$ cat src/sv/ebrmd_pkg.sv
// ---------------------------------------------------------------------------
// ebrmd_pkg
// Types, widths and constants of the block energy-ratio mute detector.
// ---------------------------------------------------------------------------
package ebrmd_pkg;

  // sample and energy widths
  localparam int SAMPLE_W    = 16;
  localparam int SAMPLE_BITS = 16;
  localparam int SQ_W        = 2 * SAMPLE_BITS;
  localparam int ENERGY_W    = 48;

  // configuration
  localparam int FPB_W       = 16;
  localparam int FLOOR_W     = 40;
  localparam int THR_W       = 10;
  localparam int CFG_ADDR_W  = 2;
  localparam int CFG_DATA_W  = FLOOR_W;

  localparam logic [CFG_ADDR_W-1:0] CFG_FRAMES = 2'd0;
  localparam logic [CFG_ADDR_W-1:0] CFG_FLOOR  = 2'd1;
  localparam logic [CFG_ADDR_W-1:0] CFG_THRESH = 2'd2;

  localparam logic [FPB_W-1:0]   FPB_RESET    = 16'd4800;
  localparam logic [FLOOR_W-1:0] FLOOR_RESET  = 40'd30680000;
  localparam logic [THR_W-1:0]   THRESH_RESET = 10'd18;

  // decision window
  localparam int LOOK_BACK  = 5;
  localparam int LOOK_AHEAD = 9;
  localparam int WIN_W      = LOOK_BACK + LOOK_AHEAD + 1;
  localparam int OWED_W     = $clog2(LOOK_AHEAD + 2);
  localparam int IDX_W      = 32;

  // loudness test: floor(ref / 100) > 0 and band >= (threshold + 1) * floor(ref / 100)
  // floor(ref / 100) = ((ref >> 2) * RCP_MUL) >> RCP_SHIFT, with
  // RCP_MUL = ceil(2^51 / 25); exact for every 46-bit ref >> 2
  localparam int CHUNK_W    = 24;
  localparam int X_W        = ENERGY_W - 2;
  localparam int ACC_W      = 4 * CHUNK_W;
  localparam int RCP_SHIFT  = 51;
  localparam logic [2*CHUNK_W-1:0] RCP_MUL = 48'd90071992547410;
  // quotient of a 48-bit energy by 100 fits in 42 bits
  localparam int Q_W        = ENERGY_W - 6;
  localparam int QL_W       = Q_W / 2;
  localparam int QH_W       = Q_W - QL_W;
  localparam int THR1_W     = THR_W + 1;
  localparam int BOUND_W    = THR1_W + Q_W;

  // command queue
  localparam int FIFO_DEPTH = 4;

  // stream bus widths
  localparam int IN_TDATA_W  = 2 * SAMPLE_W;
  localparam int OUT_TDATA_W = 40;

  // command from the front end to the back end
  typedef struct packed {
    logic                fin;     // finalize the pending block
    logic                close;   // a block closed with these energies
    logic                flush;   // end of stream
    logic [ENERGY_W-1:0] ref_e;
    logic [ENERGY_W-1:0] band_e;
  } cmd_t;

  // one decision
  typedef struct packed {
    logic [IDX_W-1:0] index;
    logic             mute;
    logic             last;
  } dec_t;

  // history bits 0 .. d + LOOK_BACK lie inside the window of a decision
  // that has d finalized blocks after it
  function automatic logic [WIN_W-1:0] win_mask(input logic [OWED_W-1:0] d);
    logic [WIN_W-1:0] m;
    for (int k = 0; k < WIN_W; k++) begin
      m[k] = (k <= int'(d) + LOOK_BACK);
    end
    return m;
  endfunction

endpackage

$ cat src/sv/ebrmd_cmd_fifo.sv
// ---------------------------------------------------------------------------
// ebrmd_cmd_fifo
// Short command queue between the front end and the back end.
// ---------------------------------------------------------------------------
module ebrmd_cmd_fifo (
  input  logic              clk,
  input  logic              rst_n,
  input  logic              push,
  input  ebrmd_pkg::cmd_t   din,
  output logic              full,
  input  logic              pop,
  output ebrmd_pkg::cmd_t   dout,
  output logic              empty
);
  import ebrmd_pkg::*;

  localparam int PTR_W = $clog2(FIFO_DEPTH);
  localparam int CNT_W = $clog2(FIFO_DEPTH + 1);

  cmd_t             mem_r [FIFO_DEPTH];
  logic [PTR_W-1:0] wr_ptr_r, wr_ptr_nxt;
  logic [PTR_W-1:0] rd_ptr_r, rd_ptr_nxt;
  logic [CNT_W-1:0] count_r, count_nxt;
  logic             do_push, do_pop;

  assign full    = (count_r == CNT_W'(FIFO_DEPTH));
  assign empty   = (count_r == '0);
  assign do_push = push && !full;
  assign do_pop  = pop && !empty;
  assign dout    = mem_r[rd_ptr_r];

  always_comb begin
    wr_ptr_nxt = wr_ptr_r;
    rd_ptr_nxt = rd_ptr_r;
    count_nxt  = count_r;
    if (do_push) begin
      wr_ptr_nxt = (wr_ptr_r == PTR_W'(FIFO_DEPTH - 1)) ? '0 : wr_ptr_r + 1'b1;
    end
    if (do_pop) begin
      rd_ptr_nxt = (rd_ptr_r == PTR_W'(FIFO_DEPTH - 1)) ? '0 : rd_ptr_r + 1'b1;
    end
    if (do_push && !do_pop) begin
      count_nxt = count_r + 1'b1;
    end else if (do_pop && !do_push) begin
      count_nxt = count_r - 1'b1;
    end
  end

  always_ff @(posedge clk) begin
    if (!rst_n) begin
      wr_ptr_r <= '0;
      rd_ptr_r <= '0;
      count_r  <= '0;
    end else begin
      wr_ptr_r <= wr_ptr_nxt;
      rd_ptr_r <= rd_ptr_nxt;
      count_r  <= count_nxt;
    end
  end

  always_ff @(posedge clk) begin
    if (do_push) begin
      mem_r[wr_ptr_r] <= din;
    end
  end

endmodule

$ cat config.mk
export PLATFORM = sky130hd
export DESIGN_NAME = ebrmd_cmd_fifo
export DESIGN_NICKNAME = d
export VERILOG_FILES = /design/src/sv/ebrmd_pkg.sv /design/src/sv/ebrmd_cmd_fifo.sv
export SDC_FILE = /design/constraint.sdc
export NUM_CORES = 1
export LEC_CHECK = 0
export BUFFER_PORTS_ARGS = -buffer_cell sky130_fd_sc_hd__buf_2
export CAP_MARGIN = 30
export CORE_ASPECT_RATIO = 1.2
export CORE_MARGIN = 3
export CORE_UTILIZATION = 55
export DETAILED_ROUTE_END_ITERATION = 10
export PLACE_DENSITY = 0.77
export SYNTH_ARGS = -nofsm -noshare
export SYNTH_HDL_FRONTEND = slang
export SYNTH_SLANG_ARGS = --single-unit
$ cat constraint.sdc
create_clock -name clk -period 6.4 [get_ports clk]
set_input_delay 0 -clock clk [delete_from_list [all_inputs] [get_ports clk]]
set_output_delay 0 -clock clk [all_outputs]
set_load 0.03 [all_outputs]
==> impl_metrics.env <==
export IMPL_p_sw_uw=2291
export IMPL_place_hpwl_um=16150
export IMPL_clock_path_buffers=3
export IMPL_die_w_um=155.4
export IMPL_synthCells=568
export IMPL_p_comb_frac=0.256
export IMPL_slew_headroom=0.3663
export IMPL_nets=1009
export IMPL_synthAdderAreaFrac=0.006458
export IMPL_first_iter_violations=491
export IMPL_ant_nets=0
export IMPL_synth_xor_area_frac=0.001190
export IMPL_gr_usage_met1=0.2617
export IMPL_min_path_cells=3
export IMPL_max_freq_mhz=350.7
export IMPL_drt_wl_total_um=28410
export IMPL_reg2reg_depth=4
export IMPL_n_fill_cell=1478
export IMPL_cp_start_kind="flip-flop"
export IMPL_ir_worst_vdd_v=0.0003987
export IMPL_synth_compound_area_share=0.002039
export IMPL_outcome="finished, final reports clean"
export IMPL_power_internal_uw=5541
export IMPL_htreeDepth=2
export IMPL_leakagePower_uw=0.006350
export IMPL_io_buffers=203
export IMPL_criticalPathCategory="flip-flop to flip-flop"
export IMPL_swShare=0.2925
export IMPL_avgSynthCellArea_um2=25.92
export IMPL_overflow=0
export IMPL_drc=0
export IMPL_cts_sinks=405
export IMPL_setup_viol=0
export IMPL_final_layout_size_suffix_gt1_frac=0.4123
export IMPL_syn_num_nets=678
export IMPL_syn_to_final_growth_pct=26.60
export IMPL_root_buffer="clkbuf_16"
export IMPL_dr_total_vias=7115
export IMPL_skew_ns=0.02404
export IMPL_syn_area_um2=14720
export IMPL_crit_required_ns=6.54
export IMPL_die_y_um=185.2
export IMPL_synthTopCellsByArea="edfxtp_1 81%, mux4_2 15%, dfxtp_1 1.2%"
export IMPL_ys_warnings_count=0
export IMPL_maxCapViolations=0
export IMPL_place_gp_congestion=0.7289
export IMPL_critical_path_max_fanout=62
export IMPL_numCtsBuffers=38
export IMPL_initial_core_util=0.5675
export IMPL_grtUsageMet3=0.04534
export IMPL_fp_row_count=64
export IMPL_arrival_ns=2.99
export IMPL_die_area_um2=28780
export IMPL_synth_edf_count=396
export IMPL_synth_top_area_frac=0.8076
export IMPL_via_per_inst=5.642
export IMPL_insertion_delay_ns=0.53
export IMPL_grt_pass1_vias=7819
export IMPL_async_flop_share=0
export IMPL_r2r_start="count_r[0]"
export IMPL_cellPowerDensity_nw_per_um2=420.2
export IMPL_synth_top_family_by_area="multiplexers"
export IMPL_p_total_uw=7832
export IMPL_clock_power_share=0.318
export IMPL_ys_seq_elements=405
export IMPL_grt_pass1_wl_um=43790
export IMPL_rsz0062_at_grt="no"
export IMPL_worst_slew_pin_slew_ns=0.9506
export IMPL_netlist_top_cell_by_area="edfxtp_1"
export IMPL_fin_crit_ns=2.852
export IMPL_reg2reg_to="mem_r[3][40]"
export IMPL_reg2reg_slack_ns=3.55
export IMPL_seq_area_frac_synth=0.8199
export IMPL_cts_tree="done"
export IMPL_min_to="wr_ptr_r[1]"
export IMPL_core_area_um2=25940
export IMPL_tns_ns=0
export IMPL_top_usage_layer="met2"
export IMPL_period_share=0.4456
export IMPL_hold_path_class="primary input to flip-flop"
export IMPL_cp_end_kind="flip-flop"
export IMPL_seqPwrFrac=0.426
export IMPL_synth_cell_types=25
export IMPL_grt_use_total=0.1996
export IMPL_grt_max_degree=69
export IMPL_synthMuxAreaShare=0.1535
export IMPL_clkTransAtPathRegs_ns=0.06
export IMPL_antenna_found_initial=0
export IMPL_synth_simple_area_share=0.006968
export IMPL_hold_viol_final=0
export IMPL_met2_usage=0.3423
export IMPL_post_cts_resized=0
export IMPL_post_drt_wl_per_cell_um=22.53
export IMPL_io_pins=204
export IMPL_synth_ff_type="edfxtp_1"
export IMPL_drt_pass1_iterations=4
export IMPL_hp_start="push"
export IMPL_slew_violations=0
## how the worst max path moves through the flow
stage | from | end
global route | count_r[0] | mem_r[3][38]
floorplan | count_r[0] | mem_r[0][0]
finish | count_r[0] | mem_r[3][40]
detailed placement | count_r[0] | mem_r[3][31]
global placement | flip-flop | dout[43]
CTS | count_r[0] | mem_r[3][46]
## registers in the layout, summed over array words and instances (netlist names), named ones only
signal    flops
rd_ptr_r      2
mem_r       396
wr_ptr_r      2
count_r       3
## power by group through the flow
stage | clock network [uW] | registers (uW) | logic, uW
after global routing | 2650 | 3360 | 2130
after detailed placement | 0 | 3400 | 1950
final | 2490 | 3340 | 2010
after global placement | 0 | 3430 | 1840
after floorplan | 0 | 3350 | 1450
after CTS | 2530 | 3340 | 2010
## final cells by class
class                      count  area (um2)  area share
clock inverter                28       402.9     0.02161
sequential                   405       12080      0.6480
antenna                        2       5.005   0.0002685
tap                          330       412.9     0.02215
timing repair buffer         315        2185      0.1172
multi-input combinational    136        2515      0.1349
inverter                       3       11.26   0.0006041
clock buffer                  42        1030     0.05524
## critical path: stages, from the launching register on
cell and delay, ns:
dfxtp_1 0.44, nor3b_1 0.10, nor2b_1 0.44, and2_4 0.86, buf_4 0.63
## repair_timing
item	in CTS	in global routing
endpoints found under the hold margin	405	0
hold buffers	102	0
buffers inserted	0	0
## cell usage in the layout (no fill, tap or decap), types with 2 or more instances in the layout
cell type	n
edfxtp_1	396
buf_2	203
dlygate4sd3_1	102
mux4_2	99
clkbuf_16	41
bufinv_16	9
clkinv_4	7
dfxtp_1	7
nand2_1	6
ha_1	6
buf_4	6
clkinvlp_4	5
and2_4	4
clkinv_1	4
inv_1	3
mux2i_1	3
o21ai_0	3
buf_16	3
diode_2	2
nor2b_1	2
nor2_1	2
nand3_1	2
dfxtp_4	2
clkinv_2	2
## routing by layer
metal / vias up / wire (um)
li1: 3107 / -
met1: 3677 / 10940
met2: 281 / 14910
met3: 50 / 1964
met4: 0 / 592
met5: - / 0
## synthesized netlist by cell type, types with 2 or more instances
cell	n
and2_1	5
buf_2	10
buf_8	2
clkbuf_1	10
dfxtp_1	9
edfxtp_1	396
ha_1	6
inv_1	3
mux2i_1	3
mux4_2	99
nand2_1	6
nand3_1	2
nor2_1	2
nor2b_1	2
o21ai_0	3
## stage by stage
stage	instances	hold WS (ns)	utilization	setup WS, ns	instance area, um2
finish	1261	0.01603	0.7185	3.548	18640
global route	1259	0.03426	0.7183	3.302	18640
CTS	1256	0.007138	0.7154	3.441	18560
detailed placement	1084	0.2184	0.6208	3.448	16110
global placement	1083	0.2098	0.6197	3.507	16080
floorplan	568	0.09887	-	2.630	14720
## kinds of logic (layout without fill, tap and decap cells)
logic type	after synthesis	count (layout)
flip-flops	405	405
multiplexers	102	102
buffers and inverters	27	388
AND/OR/NAND/NOR	20	20
adder cells (fa/ha/maj)	7	7
AO/OA/AOI/OAI	5	5
XOR/XNOR	2	2
other	0	2
Power figures use the tool's default switching activity.
