<file path="src/sv/ebrmd_pkg.sv">
// ---------------------------------------------------------------------------
// ebrmd_pkg
// Types, widths and constants of the block energy-ratio mute detector.
// ---------------------------------------------------------------------------
package ebrmd_pkg;

  // sample and energy widths
  localparam int SAMPLE_W    = 16;
  localparam int SAMPLE_BITS = 16;
  localparam int SQ_W        = 2 * SAMPLE_BITS;
  localparam int ENERGY_W    = 48;

  // configuration
  localparam int FPB_W       = 16;
  localparam int FLOOR_W     = 40;
  localparam int THR_W       = 10;
  localparam int CFG_ADDR_W  = 2;
  localparam int CFG_DATA_W  = FLOOR_W;

  localparam logic [CFG_ADDR_W-1:0] CFG_FRAMES = 2'd0;
  localparam logic [CFG_ADDR_W-1:0] CFG_FLOOR  = 2'd1;
  localparam logic [CFG_ADDR_W-1:0] CFG_THRESH = 2'd2;

  localparam logic [FPB_W-1:0]   FPB_RESET    = 16'd4800;
  localparam logic [FLOOR_W-1:0] FLOOR_RESET  = 40'd30680000;
  localparam logic [THR_W-1:0]   THRESH_RESET = 10'd18;

  // decision window
  localparam int LOOK_BACK  = 5;
  localparam int LOOK_AHEAD = 9;
  localparam int WIN_W      = LOOK_BACK + LOOK_AHEAD + 1;
  localparam int OWED_W     = $clog2(LOOK_AHEAD + 2);
  localparam int IDX_W      = 32;

  // loudness test: floor(ref / 100) > 0 and band >= (threshold + 1) * floor(ref / 100)
  // floor(ref / 100) = ((ref >> 2) * RCP_MUL) >> RCP_SHIFT, with
  // RCP_MUL = ceil(2^51 / 25); exact for every 46-bit ref >> 2
  localparam int CHUNK_W    = 24;
  localparam int X_W        = ENERGY_W - 2;
  localparam int ACC_W      = 4 * CHUNK_W;
  localparam int RCP_SHIFT  = 51;
  localparam logic [2*CHUNK_W-1:0] RCP_MUL = 48'd90071992547410;
  // quotient of a 48-bit energy by 100 fits in 42 bits
  localparam int Q_W        = ENERGY_W - 6;
  localparam int QL_W       = Q_W / 2;
  localparam int QH_W       = Q_W - QL_W;
  localparam int THR1_W     = THR_W + 1;
  localparam int BOUND_W    = THR1_W + Q_W;

  // command queue
  localparam int FIFO_DEPTH = 4;

  // stream bus widths
  localparam int IN_TDATA_W  = 2 * SAMPLE_W;
  localparam int OUT_TDATA_W = 40;

  // command from the front end to the back end
  typedef struct packed {
    logic                fin;     // finalize the pending block
    logic                close;   // a block closed with these energies
    logic                flush;   // end of stream
    logic [ENERGY_W-1:0] ref_e;
    logic [ENERGY_W-1:0] band_e;
  } cmd_t;

  // one decision
  typedef struct packed {
    logic [IDX_W-1:0] index;
    logic             mute;
    logic             last;
  } dec_t;

  // history bits 0 .. d + LOOK_BACK lie inside the window of a decision
  // that has d finalized blocks after it
  function automatic logic [WIN_W-1:0] win_mask(input logic [OWED_W-1:0] d);
    logic [WIN_W-1:0] m;
    for (int k = 0; k < WIN_W; k++) begin
      m[k] = (k <= int'(d) + LOOK_BACK);
    end
    return m;
  endfunction

endpackage

</file>
<file path="src/sv/ebrmd_front.sv">
// ---------------------------------------------------------------------------
// ebrmd_front
// Squares and accumulates samples, counts frames and turns frame and block
// boundaries and flushes into commands for the back end.
// ---------------------------------------------------------------------------
module ebrmd_front (
  input  logic                            clk,
  input  logic                            rst_n,
  input  logic                            in_valid,
  output logic                            in_ready,
  input  logic [ebrmd_pkg::SAMPLE_W-1:0]  ref_sample,
  input  logic [ebrmd_pkg::SAMPLE_W-1:0]  band_sample,
  input  logic                            frame_end,
  input  logic                            flush,
  input  logic [ebrmd_pkg::FPB_W-1:0]     frames_per_block,
  output logic                            cmd_push,
  output ebrmd_pkg::cmd_t                 cmd,
  input  logic                            cmd_full
);
  import ebrmd_pkg::*;

  // square stage
  logic                s1_valid_r, s1_valid_nxt;
  logic [SQ_W-1:0]     sq_ref_r, sq_ref_nxt;
  logic [SQ_W-1:0]     sq_band_r, sq_band_nxt;
  logic                fe_r, fe_nxt;
  logic                fl_r, fl_nxt;

  // accumulate stage
  logic [ENERGY_W-1:0] ref_acc_r, ref_acc_nxt;
  logic [ENERGY_W-1:0] band_acc_r, band_acc_nxt;
  logic [FPB_W-1:0]    frame_cnt_r, frame_cnt_nxt;
  logic                pend_r, pend_nxt;

  logic signed [SAMPLE_BITS-1:0] ref_s, band_s;
  logic signed [SQ_W-1:0]        ref_sq, band_sq;
  logic [ENERGY_W:0]             ref_sum_w, band_sum_w;
  logic [ENERGY_W-1:0]           ref_sum, band_sum;
  logic [FPB_W-1:0]              frame_inc;
  logic                          advance, fin, close;

  assign ref_s    = signed'(ref_sample[SAMPLE_BITS-1:0]);
  assign band_s   = signed'(band_sample[SAMPLE_BITS-1:0]);
  assign ref_sq   = ref_s * ref_s;
  assign band_sq  = band_s * band_s;

  assign advance  = s1_valid_r && !cmd_full;
  assign in_ready = !s1_valid_r || !cmd_full;

  // saturating sums of squares
  assign ref_sum_w  = {1'b0, ref_acc_r} + {{(ENERGY_W + 1 - SQ_W){1'b0}}, sq_ref_r};
  assign band_sum_w = {1'b0, band_acc_r} + {{(ENERGY_W + 1 - SQ_W){1'b0}}, sq_band_r};
  assign ref_sum    = ref_sum_w[ENERGY_W] ? '1 : ref_sum_w[ENERGY_W-1:0];
  assign band_sum   = band_sum_w[ENERGY_W] ? '1 : band_sum_w[ENERGY_W-1:0];

  // a length of zero closes after the counter wraps
  assign frame_inc = frame_cnt_r + 1'b1;
  assign fin       = !fl_r && fe_r && pend_r;
  assign close     = !fl_r && fe_r && (frame_inc == frames_per_block);

  assign cmd.fin    = fin;
  assign cmd.close  = close;
  assign cmd.flush  = fl_r;
  assign cmd.ref_e  = ref_sum;
  assign cmd.band_e = band_sum;
  assign cmd_push   = advance && (fin || close || fl_r);

  always_comb begin
    s1_valid_nxt = s1_valid_r;
    sq_ref_nxt   = sq_ref_r;
    sq_band_nxt  = sq_band_r;
    fe_nxt       = fe_r;
    fl_nxt       = fl_r;
    if (in_ready) begin
      s1_valid_nxt = in_valid;
      sq_ref_nxt   = SQ_W'(ref_sq);
      sq_band_nxt  = SQ_W'(band_sq);
      fe_nxt       = frame_end;
      fl_nxt       = flush;
    end

    ref_acc_nxt   = ref_acc_r;
    band_acc_nxt  = band_acc_r;
    frame_cnt_nxt = frame_cnt_r;
    pend_nxt      = pend_r;
    if (advance) begin
      if (fl_r) begin
        ref_acc_nxt   = '0;
        band_acc_nxt  = '0;
        frame_cnt_nxt = '0;
        pend_nxt      = 1'b0;
      end else begin
        ref_acc_nxt  = ref_sum;
        band_acc_nxt = band_sum;
        if (fe_r) begin
          frame_cnt_nxt = frame_inc;
        end
        if (fin) begin
          pend_nxt = 1'b0;
        end
        if (close) begin
          ref_acc_nxt   = '0;
          band_acc_nxt  = '0;
          frame_cnt_nxt = '0;
          pend_nxt      = 1'b1;
        end
      end
    end
  end

  always_ff @(posedge clk) begin
    if (!rst_n) begin
      s1_valid_r  <= 1'b0;
      ref_acc_r   <= '0;
      band_acc_r  <= '0;
      frame_cnt_r <= '0;
      pend_r      <= 1'b0;
    end else begin
      s1_valid_r  <= s1_valid_nxt;
      ref_acc_r   <= ref_acc_nxt;
      band_acc_r  <= band_acc_nxt;
      frame_cnt_r <= frame_cnt_nxt;
      pend_r      <= pend_nxt;
    end
  end

  always_ff @(posedge clk) begin
    sq_ref_r  <= sq_ref_nxt;
    sq_band_r <= sq_band_nxt;
    fe_r      <= fe_nxt;
    fl_r      <= fl_nxt;
  end

endmodule

</file>
<file path="config.mk">
export PLATFORM = sky130hd
export DESIGN_NAME = ebrmd_front
export DESIGN_NICKNAME = d
export VERILOG_FILES = /design/src/sv/ebrmd_pkg.sv /design/src/sv/ebrmd_front.sv
export SDC_FILE = /design/constraint.sdc
export NUM_CORES = 2
export LEC_CHECK = 0
export BUFFER_PORTS_ARGS = -buffer_cell sky130_fd_sc_hd__buf_4
export CAP_MARGIN = 10
export CORE_ASPECT_RATIO = 1.1
export CORE_MARGIN = 2
export CORE_UTILIZATION = 45
export DETAILED_ROUTE_END_ITERATION = 12
export HOLD_SLACK_MARGIN = 0.08
export PLACE_DENSITY = 0.61
export SYNTH_ARGS = -nofsm -noshare
export SYNTH_HDL_FRONTEND = slang
export SYNTH_SLANG_ARGS = --single-unit
</file>
<file path="constraint.sdc">
create_clock -name clk -period 18.7 [get_ports clk]
set_input_delay 0.935 -clock clk [delete_from_list [all_inputs] [get_ports clk]]
set_output_delay 0.935 -clock clk [all_outputs]
set_load 0.05 [all_outputs]
</file>
==> impl_metrics.yaml <==
global_routing:
  antenna_found_initial: 0
  grt.total_usage_pct: 22.2
  grt_pass1_wl_um: 123000
  grt_max_degree: 60
  grt_pass1_vias: 23575
  gr-total-overflow: 0
sta:
  slew_headroom_pct: 24.3
  fin_crit_sh_pct: 36.4
  finalSetupViolCount: 0
  tightest_slew_ns: 1.13
  finalSetupTns_ns: 0
  rsz0062_at_grt: "false"
  skew_ns: 0.0138
  fmax_ghz: 0.147
  period_needed_ns: 6.81
  finalMaxSlewViolations: 0
  hold_viol_final: 0
worst_hold_path:
  min_path_type: "reg2reg"
synthesis:
  synth.distinct_cells: 105
  yosysSeqAreaShare_pct: 14.0
  synth-seq-cells: 178
  synthArstFlopShare_pct: 0
  syn_area_per_cell_um2: 8.87
  synth_area_um2: 29900
  syn-instance-count: 3374
  synthFlopType: "dfxtp_1"
  yosys_warnings: 0
  synth_edf_count: 64
  syn-num-nets: 4144
clock_network:
  postCtsSetupRepairBufs: 0
  cts_root_buf: "clkbuf_16"
  cts_resized: 0
  clock_latency_ns: 0.46
  cts.sinks: 178
  clockBufferDepth: 2
  cts_inserted_buffers: 17
  clkTransAtPathRegs_ns: 0.07
  cts_tree: "done"
  h-tree-depth: 4
  cts_hold_buf: 0
floorplan:
  start_util_pct: 45.3
  core_um2: 66000
  io-pin-count: 155
  num_rows: 99
  die_w_um: 250
  die_area_um2: 68600
  chipHeight_um: 275
flow_run:
  drv_cap: 0
critical_path:
  worstSetupPathType: "in2reg"
  crit_fanout: 14
  startpoint_type: "input pin"
  worstPathArrival_ns: 7.02
  crit_path_end_kind: "flop"
  critical_path_required_ns: 18.91
layout:
  nets: 4201
  antenna_cells: 0
  drive_gt1_share_pct: 8.16
  fill_cells: 6367
  area_growth_pct: 8.00
  multiInputGateArea_um2: 22700
  seqCellArea_um2: 4200
route:
  drc_errors: 0
  viasPerCell: 5.30
  drt.antenna.violating_nets: 0
  dr.pass1.iters: 5
  wl_per_cell_um: 17.3
  dr.first_iter.drc_count: 1138
  routed_wl_um: 74300
  vias: 22805
placed_design:
  portBuffers: 154
  gp_congestion: 0.891
  hpwl_um: 60500
outcome:
  status: "finished, final reports clean"
## sequential cells by signal, indices dropped and copies added, names as in the netlist
name and count:
sq_band_r 31, fl_r 1, frame_cnt_r 16, band_acc_r 48, ref_acc_r 48, sq_ref_r 31
pend_r 1, s1_valid_r 1, fe_r 1
## final timing paths
check | startpoint | to | slack (ns) | cells past startpoint
max | ref_sample[3] | sq_ref_r[26] | 11.89 | 21
min | ref_acc_r[19] | ref_acc_r[19] | 0.46 | 2
min reg2reg | ref_acc_r[19] | ref_acc_r[19] | 0.46 | 2
max reg2reg | frame_cnt_r[0] | ref_acc_r[46] | 14.56 | 10
## routing by layer
| metal | up-vias | global-route usage, % | wire length (µm) |
|---|---|---|---|
| met5 | - | 0 | 0 |
| met4 | 0 | 4.57 | 1000 |
| met3 | 60 | 1.87 | 2570 |
| met2 | 425 | 36.7 | 34500 |
| met1 | 11233 | 32.0 | 36300 |
| li1 | 11087 | - | - |
## metrics by stage
stage	cell area [µm²]	hold WS [ns]	utilization, %	cells	setup WS [ns]
after floorplan	29900	0.432	-	3374	11.80
after global placement	31700	0.444	48.1	4270	11.52
after detailed placement	31700	0.449	48.1	4270	11.43
after CTS	32300	0.459	49.0	4302	11.92
after global routing	32300	0.476	49.0	4302	11.54
final	32300	0.456	49.0	4302	11.89
## synth_stat cells, drive strengths merged, types with 10 or more instances
library cell  number  area (µm²)
a211o             13         114
a211oi            27         233
a21boi            26         199
a21o              60         450
a21oi            162         818
a22o              27         236
a31o              12         105
a31oi             27         169
and2              88         551
and3              34         213
buf               40         218
clkbuf            87         328
dfxtp            114        2280
edfxtp            64        1920
fa               467        9350
ha               249        3120
inv              674        2530
nand2            303        1140
nand2b            24         150
nand3             69         363
nand4             20         161
nor2             168         641
nor2b             21         131
nor3              57         290
o211ai            15         118
o21a              41         308
o21ai            111         559
o21bai            12        90.1
o22ai             13        81.3
o2bb2ai           14         123
or2               27         169
or3               11        73.8
or4               10        82.6
xnor2            123        1080
xor2              40         350
## layout by cell type (no fill, tap or decap), drive strengths merged, types with 10 or more instances in the layout
master,instances
nor2b,21
o2bb2ai,14
o211ai,15
and2,88
or2,27
edfxtp,64
nor2,168
nand2b,24
fa,467
a211oi,27
o22ai,13
o21bai,12
nand3,69
or4,10
nand4,20
nand2,303
xor2,40
clkbuf,22
a21o,60
a21boi,26
a31o,12
a31oi,27
a21oi,162
dfxtp,114
and3,34
ha,249
xnor2,123
or3,11
inv,674
nor3,57
a211o,13
o21a,41
a22o,27
buf,165
o21ai,111
## area by class of cell
type / instances / area share [%]
clock inverters: 10 / 0.224
inverters: 674 / 7.83
flip-flops and latches: 178 / 13.0
clock buffers: 22 / 1.60
repair buffers: 165 / 3.83
well taps: 858 / 3.32
multi-input cells: 2395 / 70.2
## logic make-up (layout without fill, tap and decap cells)
kind of cell | Yosys count | after routing | synth area share (%)
muxes | 8 | 8 | 0.276
AOI/OAI and AO/OA | 645 | 645 | 14.9
buffers and inverters | 801 | 871 | 10.3
and+or+nand+nor | 863 | 863 | 14.1
DFF | 178 | 178 | 14.0
xor gates and xnor gates | 163 | 163 | 4.79
adders and majority gates | 716 | 716 | 41.6
## worst max-delay path, cell delays in order
cell       delay, ns
buf_4           0.17
inv_1           0.24
nor2_1          0.12
fa_1            0.51
inv_1           0.05
fa_1            0.45
fa_1            0.55
inv_1           0.06
fa_1            0.44
fa_1            0.51
inv_1           0.05
fa_1            0.47
inv_1           0.04
ha_1            0.37
a2111oi_0       0.70
a211oi_1        0.21
or3_1           0.45
a31oi_1         0.26
o21bai_1        0.12
a21boi_0        0.24
xnor2_1         0.09
Power is not shown: default switching activity piles up to over one toggle a cycle in this logic, so the estimate is an artifact.
