[src/sv/ebrmd_pkg.sv]
// ---------------------------------------------------------------------------
// ebrmd_pkg
// Types, widths and constants of the block energy-ratio mute detector.
// ---------------------------------------------------------------------------
package ebrmd_pkg;

  // sample and energy widths
  localparam int SAMPLE_W    = 16;
  localparam int SAMPLE_BITS = 16;
  localparam int SQ_W        = 2 * SAMPLE_BITS;
  localparam int ENERGY_W    = 48;

  // configuration
  localparam int FPB_W       = 16;
  localparam int FLOOR_W     = 40;
  localparam int THR_W       = 10;
  localparam int CFG_ADDR_W  = 2;
  localparam int CFG_DATA_W  = FLOOR_W;

  localparam logic [CFG_ADDR_W-1:0] CFG_FRAMES = 2'd0;
  localparam logic [CFG_ADDR_W-1:0] CFG_FLOOR  = 2'd1;
  localparam logic [CFG_ADDR_W-1:0] CFG_THRESH = 2'd2;

  localparam logic [FPB_W-1:0]   FPB_RESET    = 16'd4800;
  localparam logic [FLOOR_W-1:0] FLOOR_RESET  = 40'd30680000;
  localparam logic [THR_W-1:0]   THRESH_RESET = 10'd18;

  // decision window
  localparam int LOOK_BACK  = 5;
  localparam int LOOK_AHEAD = 9;
  localparam int WIN_W      = LOOK_BACK + LOOK_AHEAD + 1;
  localparam int OWED_W     = $clog2(LOOK_AHEAD + 2);
  localparam int IDX_W      = 32;

  // loudness test: floor(ref / 100) > 0 and band >= (threshold + 1) * floor(ref / 100)
  // floor(ref / 100) = ((ref >> 2) * RCP_MUL) >> RCP_SHIFT, with
  // RCP_MUL = ceil(2^51 / 25); exact for every 46-bit ref >> 2
  localparam int CHUNK_W    = 24;
  localparam int X_W        = ENERGY_W - 2;
  localparam int ACC_W      = 4 * CHUNK_W;
  localparam int RCP_SHIFT  = 51;
  localparam logic [2*CHUNK_W-1:0] RCP_MUL = 48'd90071992547410;
  // quotient of a 48-bit energy by 100 fits in 42 bits
  localparam int Q_W        = ENERGY_W - 6;
  localparam int QL_W       = Q_W / 2;
  localparam int QH_W       = Q_W - QL_W;
  localparam int THR1_W     = THR_W + 1;
  localparam int BOUND_W    = THR1_W + Q_W;

  // command queue
  localparam int FIFO_DEPTH = 4;

  // stream bus widths
  localparam int IN_TDATA_W  = 2 * SAMPLE_W;
  localparam int OUT_TDATA_W = 40;

  // command from the front end to the back end
  typedef struct packed {
    logic                fin;     // finalize the pending block
    logic                close;   // a block closed with these energies
    logic                flush;   // end of stream
    logic [ENERGY_W-1:0] ref_e;
    logic [ENERGY_W-1:0] band_e;
  } cmd_t;

  // one decision
  typedef struct packed {
    logic [IDX_W-1:0] index;
    logic             mute;
    logic             last;
  } dec_t;

  // history bits 0 .. d + LOOK_BACK lie inside the window of a decision
  // that has d finalized blocks after it
  function automatic logic [WIN_W-1:0] win_mask(input logic [OWED_W-1:0] d);
    logic [WIN_W-1:0] m;
    for (int k = 0; k < WIN_W; k++) begin
      m[k] = (k <= int'(d) + LOOK_BACK);
    end
    return m;
  endfunction

endpackage

[src/sv/ebrmd_back.sv]
// ---------------------------------------------------------------------------
// ebrmd_back
// Executes commands: loudness test of closed blocks, loudness history,
// mute decisions and the flush drain, into a registered output.
// ---------------------------------------------------------------------------
module ebrmd_back (
  input  logic                            clk,
  input  logic                            rst_n,
  input  logic                            cmd_valid,
  input  ebrmd_pkg::cmd_t                 cmd,
  output logic                            cmd_pop,
  input  logic [ebrmd_pkg::FLOOR_W-1:0]   energy_floor,
  input  logic [ebrmd_pkg::THR_W-1:0]     level_threshold,
  output logic                            out_valid,
  input  logic                            out_ready,
  output ebrmd_pkg::dec_t                 out_dec
);
  import ebrmd_pkg::*;

  localparam logic [2:0] ST_IDLE  = 3'd0;
  localparam logic [2:0] ST_RCP   = 3'd1;
  localparam logic [2:0] ST_MUL   = 3'd2;
  localparam logic [2:0] ST_SUM   = 3'd3;
  localparam logic [2:0] ST_CMP   = 3'd4;
  localparam logic [2:0] ST_FLUSH = 3'd5;

  logic [2:0]           state_r, state_nxt;
  logic [WIN_W-1:0]     hist_r, hist_nxt;
  logic [OWED_W-1:0]    owed_r, owed_nxt;
  logic [IDX_W-1:0]     emitted_r, emitted_nxt;
  logic                 loud_r, loud_nxt;

  logic [X_W-1:0]       x_r, x_nxt;
  logic [ACC_W-1:0]     acc_r, acc_nxt;
  logic [1:0]           step_r, step_nxt;
  logic [ENERGY_W-1:0]  band_r, band_nxt;
  logic                 q_nz_r, q_nz_nxt;
  logic [THR1_W+QH_W-1:0] prod_hi_r, prod_hi_nxt;
  logic [THR1_W+QL_W-1:0] prod_lo_r, prod_lo_nxt;
  logic [BOUND_W-1:0]   bound_r, bound_nxt;

  logic                 out_valid_r, out_valid_nxt;
  dec_t                 out_dec_r, out_dec_nxt;

  logic                 out_free;
  logic [WIN_W-1:0]     hist_shift;
  logic [OWED_W-1:0]    owed_inc;
  logic [ENERGY_W-1:0]  floor_ext;
  logic [ENERGY_W-1:0]  ref_floored;
  logic [CHUNK_W-1:0]   op_x, op_m;
  logic [2*CHUNK_W-1:0] pp;
  logic [ACC_W-1:0]     pp_ext, part;
  logic [Q_W-1:0]       quo;
  logic [THR1_W-1:0]    thr1;

  assign out_free    = !out_valid_r || out_ready;
  assign hist_shift  = {hist_r[WIN_W-2:0], loud_r};
  assign owed_inc    = owed_r + 1'b1;
  assign floor_ext   = {{(ENERGY_W - FLOOR_W){1'b0}}, energy_floor};
  assign ref_floored = (cmd.ref_e < floor_ext) ? floor_ext : cmd.ref_e;
  assign thr1        = {1'b0, level_threshold} + 1'b1;

  // one 24x24 partial product of (ref >> 2) * RCP_MUL per step
  assign op_x   = step_r[1] ? CHUNK_W'(x_r[X_W-1:CHUNK_W]) : x_r[CHUNK_W-1:0];
  assign op_m   = step_r[0] ? RCP_MUL[2*CHUNK_W-1:CHUNK_W] : RCP_MUL[CHUNK_W-1:0];
  assign pp     = op_x * op_m;
  assign pp_ext = {{(ACC_W - 2*CHUNK_W){1'b0}}, pp};
  assign part   = (step_r == 2'd0) ? pp_ext :
                  (step_r == 2'd3) ? (pp_ext << (2 * CHUNK_W)) : (pp_ext << CHUNK_W);
  assign quo    = acc_r[RCP_SHIFT +: Q_W];

  assign out_valid  = out_valid_r;
  assign out_dec    = out_dec_r;

  always_comb begin
    state_nxt     = state_r;
    hist_nxt      = hist_r;
    owed_nxt      = owed_r;
    emitted_nxt   = emitted_r;
    loud_nxt      = loud_r;
    x_nxt         = x_r;
    acc_nxt       = acc_r;
    step_nxt      = step_r;
    band_nxt      = band_r;
    q_nz_nxt      = q_nz_r;
    prod_hi_nxt   = prod_hi_r;
    prod_lo_nxt   = prod_lo_r;
    bound_nxt     = bound_r;
    out_valid_nxt = out_valid_r && !out_ready;
    out_dec_nxt   = out_dec_r;
    cmd_pop       = 1'b0;

    case (state_r)
      ST_IDLE: begin
        if (cmd_valid && out_free) begin
          cmd_pop = 1'b1;
          if (cmd.fin) begin
            hist_nxt = hist_shift;
            owed_nxt = owed_inc;
            // look-ahead complete for the oldest owed block
            if (owed_inc == OWED_W'(LOOK_AHEAD + 1)) begin
              out_valid_nxt     = 1'b1;
              out_dec_nxt.index = emitted_r;
              out_dec_nxt.mute  = |(hist_shift & win_mask(OWED_W'(LOOK_AHEAD)));
              out_dec_nxt.last  = 1'b0;
              emitted_nxt       = emitted_r + 1'b1;
              owed_nxt          = owed_r;
            end
          end
          if (cmd.close) begin
            x_nxt     = ref_floored[ENERGY_W-1:2];
            acc_nxt   = '0;
            step_nxt  = '0;
            band_nxt  = cmd.band_e;
            state_nxt = ST_RCP;
          end
          if (cmd.flush) begin
            if (owed_r == '0) begin
              hist_nxt    = '0;
              emitted_nxt = '0;
              loud_nxt    = 1'b0;
            end else begin
              state_nxt = ST_FLUSH;
            end
          end
        end
      end
      // divide by 100 as a reciprocal multiply, four steps
      ST_RCP: begin
        acc_nxt  = acc_r + part;
        step_nxt = step_r + 1'b1;
        if (step_r == 2'd3) begin
          state_nxt = ST_MUL;
        end
      end
      ST_MUL: begin
        q_nz_nxt    = |quo;
        prod_hi_nxt = (THR1_W + QH_W)'(thr1) * (THR1_W + QH_W)'(quo[Q_W-1:QL_W]);
        prod_lo_nxt = (THR1_W + QL_W)'(thr1) * (THR1_W + QL_W)'(quo[QL_W-1:0]);
        state_nxt   = ST_SUM;
      end
      ST_SUM: begin
        bound_nxt = {prod_hi_r, {QL_W{1'b0}}} + BOUND_W'(prod_lo_r);
        state_nxt = ST_CMP;
      end
      ST_CMP: begin
        loud_nxt  = q_nz_r && (BOUND_W'(band_r) >= bound_r);
        state_nxt = ST_IDLE;
      end
      ST_FLUSH: begin
        if (out_free) begin
          out_valid_nxt     = 1'b1;
          out_dec_nxt.index = emitted_r;
          out_dec_nxt.mute  = |(hist_r & win_mask(owed_r - 1'b1));
          out_dec_nxt.last  = (owed_r == OWED_W'(1));
          emitted_nxt       = emitted_r + 1'b1;
          owed_nxt          = owed_r - 1'b1;
          if (owed_r == OWED_W'(1)) begin
            hist_nxt    = '0;
            emitted_nxt = '0;
            loud_nxt    = 1'b0;
            state_nxt   = ST_IDLE;
          end
        end
      end
      default: begin
        state_nxt = ST_IDLE;
      end
    endcase
  end

  always_ff @(posedge clk) begin
    if (!rst_n) begin
      state_r     <= ST_IDLE;
      hist_r      <= '0;
      owed_r      <= '0;
      emitted_r   <= '0;
      loud_r      <= 1'b0;
      out_valid_r <= 1'b0;
    end else begin
      state_r     <= state_nxt;
      hist_r      <= hist_nxt;
      owed_r      <= owed_nxt;
      emitted_r   <= emitted_nxt;
      loud_r      <= loud_nxt;
      out_valid_r <= out_valid_nxt;
    end
  end

  always_ff @(posedge clk) begin
    x_r       <= x_nxt;
    acc_r     <= acc_nxt;
    step_r    <= step_nxt;
    band_r    <= band_nxt;
    q_nz_r    <= q_nz_nxt;
    prod_hi_r <= prod_hi_nxt;
    prod_lo_r <= prod_lo_nxt;
    bound_r   <= bound_nxt;
    out_dec_r <= out_dec_nxt;
  end

endmodule

[config.mk]
export PLATFORM = sky130hd
export DESIGN_NAME = ebrmd_back
export DESIGN_NICKNAME = d
export VERILOG_FILES = /design/src/sv/ebrmd_pkg.sv /design/src/sv/ebrmd_back.sv
export SDC_FILE = /design/constraint.sdc
export NUM_CORES = 2
export LEC_CHECK = 0
export BUFFER_PORTS_ARGS = -buffer_cell sky130_fd_sc_hd__buf_2
export CAP_MARGIN = 20
export CORE_UTILIZATION = 45
export CTS_CLUSTER_DIAMETER = 80
export DETAILED_ROUTE_END_ITERATION = 12
export GPL_TIMING_DRIVEN = 0
export PLACE_DENSITY_LB_ADDON = 0.15
export SLEW_MARGIN = 25
export SYNTH_ARGS = -nofsm -noshare
export SYNTH_HDL_FRONTEND = slang
export SYNTH_SLANG_ARGS = --single-unit
[constraint.sdc]
create_clock -name clk -period 15 [get_ports clk]
set_input_delay 2.25 -clock clk [delete_from_list [all_inputs] [get_ports clk]]
set_output_delay 2.25 -clock clk [all_outputs]
set_load 0.1 [all_outputs]
==> impl_metrics.tcl <==
set metrics [dict create \
    status "complete, no violations" \
    route.detailed.drc 0 \
    drtPass1Iterations 7 \
    synth_seq_cells 397 \
    portBuffers 187 \
    slowest_stage "nor3_1" \
    critPathMaxStageDelay_ps 790 \
    antenna_found_initial 4 \
    post-route-period-util_pct 94.6 \
    worstMarginPinSlew_ps 1130 \
    fp.dieH_um 344 \
    grt_most_used_layer "met2" \
    r2r_start "step_r[1]$_SDFFCE_PP0P_" \
    finalSetupViolations 0 \
    cts.sinks 397 \
    dp.cells 7387 \
    hpwlAfterDp_um 133000 \
    required_ps 15350 \
    rr_worst_depth 35 \
    gp_congestion 0.966 \
    cpMostUsedCell "fa_1" \
    root_buffer "clkbuf_16" \
    synthFlopType "edfxtp_1" \
    core_area_mm2 0.116 \
    met2_usage_pct 42.9 \
    grt_pass1_wl_um 242000 \
    layout-drive-gt1-share_pct 6.12 \
    die_x_um 344 \
    fin_setup_tns_ps 0 \
    max_freq_ghz 0.0705 \
    start_kind "flop" \
    crit_start "step_r[1]$_SDFFCE_PP0P_" \
    finalClockSkew_ps 36.4 \
    syn_avg_cell_area_um2 9.39 \
    hp-class "flop to flop" \
    yosysSeqAreaShare_pct 21.5 \
    vias 40701 \
    finalNonFillerCells 7490 \
    cts-htree-levels 2 \
    end_kind "flop" \
    wl_um 159000 \
    cp-endpoint "acc_r[83]$_SDFFCE_PP0P_" \
    syn_inst 5619 \
    drtIter0Drc 3010 \
    grtUsageTotal_pct 27.0 \
    max-cap-violations 0 \
    use_met1_pct 36.6 \
    max-slew-margin-rel_pct 24.9 \
    synth_edf_count 341 \
    rsz0062_at_grt "false" \
    crit_type "flop to flop" \
    antenna_left 0 \
    overflow 0 \
    pin_count 189 \
    ys_warn_count 0 \
    grt_pass1_vias 40821 \
    drv_slew 0 \
    cts_buffers 52 \
    rows 125 \
    vias_per_cell 5.43 \
    use_met3_pct 5.19 \
    grt_max_degree 55 \
    die_area_mm2 0.119 \
    start_util_pct 45.4 \
    post_drt_wl_per_cell_um 21.2 \
    clkTransAtPathRegs_ps 60 \
    area_growth_pct 9.42 \
    fin_nets 7308 \
    worst_ep_arrival_time_ps 14540 \
    cts_buffer_depth 3 \
    r2r_slack_ps 810 \
    worst-path-max-fanout 10 \
    cts_setup_buffers 0 \
    clk_latency_ps 660 \
    yosysUniqueCellTypes 90 \
    ctsHoldBuffers 0 \
    period_minus_slack_ps 14190 \
    postCtsResizedCells 0 \
    hold_viol_final 0 \
    syn-cell-area_mm2 0.0528 \
    async_flop_share_pct 0 \
    cts_tree "yes" \
    rr_endpoint "acc_r[83]$_SDFFCE_PP0P_" \
    min_path_cells 0 \
]
## synthesized netlist by cell type, drive strengths merged, types with 8 or more instances
cell type	count	share of area [%]
a221oi	13	0.26
and4	10	0.17
nor3	73	0.70
a21o	113	1.6
xnor2	167	2.8
a21oi	299	2.9
mux2i	52	0.99
o21bai	43	0.61
dfxtp	56	2.1
o21ai	188	1.8
a211oi	32	0.47
nor4	29	0.34
and3	46	0.55
clkbuf	193	1.4
buf	15	0.13
o211ai	20	0.29
mux2	43	0.92
a22o	14	0.23
ha	550	13
nand2	537	3.8
nand3	74	0.70
nand2b	69	0.82
or3	18	0.21
a21boi	13	0.18
a31oi	26	0.31
fa	688	26
xor2	55	0.91
a311oi	8	0.14
edfxtp	341	19
o31ai	11	0.16
o21a	36	0.51
o22ai	10	0.12
nor2b	55	0.65
and2	202	2.4
nor3b	9	0.14
nand4	75	0.89
nor2	358	2.5
inv	960	6.8
or2	19	0.23
## cell families (layout without fill, tap and decap cells)
group	count (synthesis)	in the layout	share of synthesized area, %
AO/OA/AOI/OAI	901	901	10.9
XOR/XNOR	223	223	3.73
adder cells (fa/ha/maj)	1238	1238	39.1
buffers and inverters	1170	1467	8.34
flip-flops	397	397	21.5
multiplexers	95	95	1.90
other	2	52	0.0142
AND/OR/NAND/NOR	1593	1593	14.5
## final cells by class
class | count | area, um^2
Tap cell | 1524 | 1910
Fill cell | 11013 | 58500
Timing Repair Buffer | 199 | 1100
Inverter | 962 | 3610
Buffer | 208 | 795
Multi-Input combinational cell | 4097 | 37200
Sequential cell | 397 | 11400
Clock inverter | 30 | 328
Clock buffer | 68 | 1390
Antenna cell | 5 | 12.5
## worst max-delay path: cells and delay by family, from the launching register on
| kind | cells | cell delay [ps] |
|---|---|---|
| fa+ha+maj | 9 | 4490 |
| compound gates | 11 | 3760 |
| buf+inv | 8 | 2820 |
| simple gates | 6 | 1650 |
| mux | 1 | 720 |
| flops | 1 | 410 |
## metal layers
layer / share of wire, % / vias up
met3: 7.5 / 290
met4: 3.9 / 6
li1: - / 19096
met1: 43 / 19952
met2: 45 / 1357
met5: 0.025 / -
## stage by stage
step	util (%)	instance area [um^2]	hold slack, ps	setup slack [ps]
floorplan	-	52900	400	4250
global placement	48.0	55800	401	837
detailed placement	48.2	56000	405	969
CTS	49.7	57700	395	893
global route	49.7	57700	414	280
finish	49.7	57700	391	809
## sequential cells by signal (all words and copies together) (netlist names)
| signal | cells |
|---|---|
| acc_r | 93 |
| band_r | 48 |
| bound_r | 53 |
| emitted_r | 32 |
| hist_r | 15 |
| loud_r | 1 |
| out_dec | 34 |
| out_valid | 1 |
| owed_r | 4 |
| prod_hi_r | 32 |
| prod_lo_r | 32 |
| q_nz_r | 1 |
| state_r | 3 |
| step_r | 2 |
| x_r | 46 |
## layout by cell type, fill, tap and decap left out, types with 19 or more instances in the layout
cell type / netlist / final
o21a_1: 36 / 36
nor4_1: 29 / 29
o21ai_1: 27 / 27
nand2_1: 537 / 537
a21o_1: 113 / 113
dfxtp_1: 56 / 56
nor3_1: 72 / 72
a21oi_1: 296 / 295
o21ai_0: 161 / 161
nor2_1: 358 / 355
mux2_1: 19 / 19
clkbuf_16: 0 / 53
a211oi_1: 30 / 30
nand4_1: 75 / 75
xor2_1: 55 / 55
conb_1: 2 / 47
xnor2_1: 167 / 167
clkbuf_1: 193 / 205
nand3_1: 74 / 74
nor2b_1: 55 / 53
nand2b_1: 69 / 69
buf_2: 9 / 196
edfxtp_1: 341 / 341
and3_1: 46 / 46
and2_1: 201 / 200
fa_1: 688 / 688
a31oi_1: 26 / 26
inv_1: 960 / 960
mux2_2: 24 / 24
mux2i_1: 52 / 49
o21bai_1: 43 / 43
ha_1: 550 / 550
o211ai_1: 19 / 19
## worst min path at each step
stage,start,to
final,prod_lo_r[17]$_DFFE_PN_,bound_r[17]$_DFFE_PP_
after global routing,prod_lo_r[17]$_DFFE_PN_,bound_r[17]$_DFFE_PP_
after CTS,prod_lo_r[17]$_DFFE_PN_,bound_r[17]$_DFFE_PP_
after detailed placement,prod_lo_r[17]$_DFFE_PN_,bound_r[17]$_DFFE_PP_
after global placement,prod_lo_r[0]$_DFFE_PN_,bound_r[0]$_DFFE_PP_
after floorplan,prod_lo_r[0]$_DFFE_PN_,bound_r[0]$_DFFE_PP_
Power is not shown: default switching activity piles up to over one toggle a cycle in this logic, so the estimate is an artifact.
